[config.mk]
export PLATFORM = sky130hd
export DESIGN_NAME = pgps_vram
export DESIGN_NICKNAME = d
export VERILOG_FILES = /design/src/design/pgps_vram.sv
export SDC_FILE = /design/constraint.sdc
export NUM_CORES = 2
export LEC_CHECK = 0
export BUFFER_PORTS_ARGS = -buffer_cell sky130_fd_sc_hd__clkbuf_2
export CAP_MARGIN = 15
export CORE_MARGIN = 10
export CORE_UTILIZATION = 51
export DETAILED_ROUTE_END_ITERATION = 10
export GPL_TIMING_DRIVEN = 0
export PLACE_DENSITY = 0.67
export SYNTH_ARGS = -nofsm -noshare
export SYNTH_HDL_FRONTEND = slang
export SYNTH_SLANG_ARGS = --single-unit
[constraint.sdc]
create_clock -name clk -period 5.3 [get_ports clk]
set_input_delay 0 -clock clk [delete_from_list [all_inputs] [get_ports clk]]
set_output_delay 0 -clock clk [all_outputs]
set_load 0.05 [all_outputs]
[src/design/pgps_vram.sv]
// Vertex store: one write port, one read port with registered read data.
`timescale 1ns / 1ps
`default_nettype none
module pgps_vram #(
  parameter int DEPTH = 32,
  parameter int WIDTH = 64
) (
  input  wire logic                     clk,
  input  wire logic                     we,
  input  wire logic [$clog2(DEPTH)-1:0] waddr,
  input  wire logic [WIDTH-1:0]         wdata,
  input  wire logic                     re,
  input  wire logic [$clog2(DEPTH)-1:0] raddr,
  output logic      [WIDTH-1:0]         rdata
);

  logic [WIDTH-1:0] mem_r [DEPTH];
  logic [WIDTH-1:0] rdata_r;

  always_ff @(posedge clk) begin
    if (we) begin
      mem_r[waddr] <= wdata;
    end
    if (re) begin
      rdata_r <= mem_r[raddr];
    end
  end

  assign rdata = rdata_r;

endmodule
`default_nettype wire

---- Word-level counts from Yosys, hierarchy flattened ----
Memory sizes are Yosys's and may differ from the RTL's. A register that Yosys moved wholly into a read port is not among the register bits.
Index checks and enable logic that the tools add are counted.
storage, ports and cells
  word-level logic and storage cells ...... 3
  flip-flop bits (word level) ............. 0
  bits in writable memories ............... 2048
  memories kept ........................... 1
memories
  name   depth  bits a word  rd ports  clocked after memory_dff  wr ports  RTL line  text
  mem_r  32     64           1         1                         1         17        logic [WIDTH-1:0] mem_r [DEPTH];
operators by class
  mux-type cells .......................... 2
operators by type and width
  operator  count
  $mux 1    2

---- Logic depth before layout (Yosys ltp) ----
  depth in word-level cells ............... 2
  depth in mapped cells ................... 9
  depth with buffers taken out ............ 4

---- Least setup slack after synthesis ----
No wires, ideal clock.
  path type ............................... input -> register
  start ................................... input port waddr[1]
  end ..................................... memory mem_r[12][0], enable pin
  stages .................................. 3
  setup slack ............................. 1.478 ns
  arrival time ............................ 3.336 ns
  library setup time ...................... 0.486 ns
  path through ............................ or3b_2 -> clkbuf_1 -> nor2_1
RTL lines
  what             RTL line  text
  start, declared  10        input wire logic [$clog2(DEPTH)-1:0] waddr,
  end, declared    17
Straight into the memory's write port.

---- Final worst setup path ----
  start ................................... input port raddr[3]
  end ..................................... register rdata_r[38] (netlist: rdata[38]), read port of mem_r (data pin)
RTL lines
  what             RTL line  text
  start, declared  13        input wire logic [$clog2(DEPTH)-1:0] raddr,
  end, declared    18        logic [WIDTH-1:0] rdata_r;
No word-level cell between the ends.

==> results.md <==
- Crit path launch: raddr[3]
- Post-CTS sizing: 0
- Port Buffer Count: 136
- H-tree levels: 4
- R2R setup slack: 3.26 ns
- FF-to-FF path depth: 3
- Initial antenna violation count: 10
- CP Class: in -> reg
- Setup Skew: 0.02574 ns
- RSZ-0062 raised after global routing: no
- Layout Utilization: 59.92%
- Die width: 415.1 µm
- Final worst setup slack: 2.548 ns
- DR WL/cell: 34.95 µm
- First-pass GRT wire length: 287800 µm
- Critical Path AT: 3.30 ns
- Largest net degree at the start of global routing: 37
- YS warnings: 0
- Worst relative slew slack: 14.37%
- Status: finished, final reports clean
- Worst path max stage delay: 0.99 ns
- Skew-Pair Late Insertion Delay: 0.83 ns
- Worst VDD drop: 0.0003320 V
- Die height: 415.1 µm
- Syn Inst Count: 3097
- Worst r2r src: mem_r[19][57]
- Yosys top cell by area: edfxtp_1
- GPL Wtd Cong: 0.7222
- Initial Util: 51.49%
- DRT Wirelength: 204100 µm
- Worst Hold Depth: 5
- Final ANT Viol Nets: 0
- CP cell instances: buf_2 > buf_2 > clkbuf_1 > clkbuf_1 > mux2_2
- DRT iter0 DRCs: 5182
- CTS tree: built
- CP max stage cell: clkbuf_1
- Max cap viols: 0
- Tmin final: 2.752 ns
- All-layer global routing usage: 23.55%
- Max-slew violations: 0
- Share of cells above drive strength 1: 34.71%
- Clock tree root driver cell: clkbuf_16
- Final Hold Fails: 0
- Vias in the first global route: 37960
- Top post-synthesis cells by area: edfxtp_1 (80%), mux4_2 (17%), mux2_2 (1.0%)
- Die area: 172300 µm²
- Filler Cells Inserted: 10600
- Mean post-synth cell area: 25.70 µm²
- Setup Viol. Count Final: 0
- # clock sinks: 2112
- Detail Placement HPWL: 131600 µm
- Vias per Instance: 6.334
- Fmax: 363.4 MHz
- Top-area cell type share of the netlist area: 79.67%
- DR vias: 36990
- Startpoint type of the worst setup path: input pin
- Congestion Overflow GR: 0
- Cell Area, Synth: 79610 µm²
- Tcrit/Tclk final: 51.92%
- Drc violations: 0
- Element type at the critical path end: flop
- Hold WC Path Type: in -> reg
- Crit path max fanout: 10
- Power Dens Cells: 375.5 nW/µm²
- Placement Setup Slack: 1.736 ns
- Static leakage: 0.02902 µW
- IO Pins: 141
- DR pass1 iterations: 6
- Distinct cell type count after synthesis: 30
- Commonest non-fill, non-tap cells in the layout: edfxtp_1 (2112), mux4_2 (602), clkbuf_16 (207), clkbuf_2 (138), clkbuf_1 (96)
- Commonest non-fill, non-tap cell in the layout: edfxtp_1
- Area growth, synth to finish: 16.35%
- Rows: 144
- Num CTS Buffers: 203
- CTS max path bufs: 3
- Worst slew pin tran: 1.284 ns
- Seq/Total Area, Yosys: 79.67%
- CORE AREA: 154600 µm²
- Syn nets: 3174
- Nets: 3698
- Hold Startpoint: raddr[3]
- CTS clk-pin slew, worst paths: 0.06 ns
- Critical Path RT: 5.85 ns
- Synth Register Bits: 2112
[routing by layer]
layer	vias up	track usage, %	wire [µm]
met5	-	0	34
met4	6	7.415	6473
met3	344	4.028	15690
met2	1885	39.89	104900
met1	20100	31.36	76980
li1	14650	-	-
[final cells by class]
cell class | instances | area [µm²] | area share (%)
clock inverter | 127 | 1096 | 1.183
timing repair buffer | 319 | 3771 | 4.071
inverter | 1 | 3.754 | 0.004053
tap | 2044 | 2557 | 2.761
sequential | 2112 | 63420 | 68.47
clock buffer | 251 | 5345 | 5.771
multi-input combinational | 828 | 15680 | 16.93
antenna | 1 | 2.502 | 0.002702
buffer | 156 | 747.0 | 0.8065
[cells by family (layout without fill, tap and decap cells)]
group | count (synthesis) | count (layout) | synth area share (%)
flops | 2112 | 2112 | 79.67
buf+inv | 157 | 854 | 0.9368
mux | 714 | 714 | 18.56
simple gates | 64 | 64 | 0.3757
other cells | 0 | 1 | 0
compound gates | 50 | 50 | 0.4621
[cells in the mapped netlist]
master / count
o21ai_0: 9
or3b_2: 2
nand3_1: 2
nor2b_1: 4
buf_2: 65
a211oi_1: 3
o211ai_1: 3
and2_1: 3
a221oi_1: 12
buf_6: 3
and2_0: 1
nor2_1: 41
clkbuf_1: 55
buf_1: 19
mux2_2: 74
nand2b_1: 2
mux4_2: 602
edfxtp_1: 2112
a22o_1: 1
inv_2: 1
a22oi_1: 3
or3_1: 1
o221ai_1: 3
o22ai_1: 10
nand2_1: 3
o2bb2ai_1: 3
nand3b_1: 5
mux2i_1: 38
o31a_1: 3
buf_4: 14
[path summary, 6_finish.rpt]
path	end
min reg2reg	rdata[13]
max reg2reg	rdata[57]
min	rdata[13]
max	rdata[38]
[power breakdown]
group          switching, µW  leakage, µW  total, µW  internal [µW]
sequential              55.6       0.0191      18700          18600
combinational           1210      0.00680       1970            758
clock                   6060      0.00315      14100           8050
[through the flow]
step | power (µW) | std cells | hold WS, ns | instance area [µm²] | TNS (ns)
6_report | 34780 | 5839 | 0.06427 | 92620 | 0
5_1_grt | 35720 | 5839 | 0.09351 | 92620 | 0
4_1_cts | 34970 | 5837 | 0.01342 | 92590 | 0
3_5_place_dp | 20990 | 5389 | 0.5704 | 85450 | 0
3_3_place_gp | 20920 | 5277 | 0.5703 | 82840 | -5922.65
2_1_floorplan | 20150 | 3097 | 0.09887 | 79610 | 0
[worst max-delay path, delay by kind of cell]
| kind | cells | cell delay [ns] |
|---|---|---|
| mux | 1 | 0.51 |
| buf+inv | 4 | 2.74 |
[flip-flops by register name (all words and copies together) (netlist names)]
signal  count
mem_r    2048
rdata      64
[repair_timing]
action,CTS,global route
hold buffers,70,0
setup buffers,0,0
hold endpoints to repair,2100,0
No activity file was read; power rests on OpenSTA's default activity.
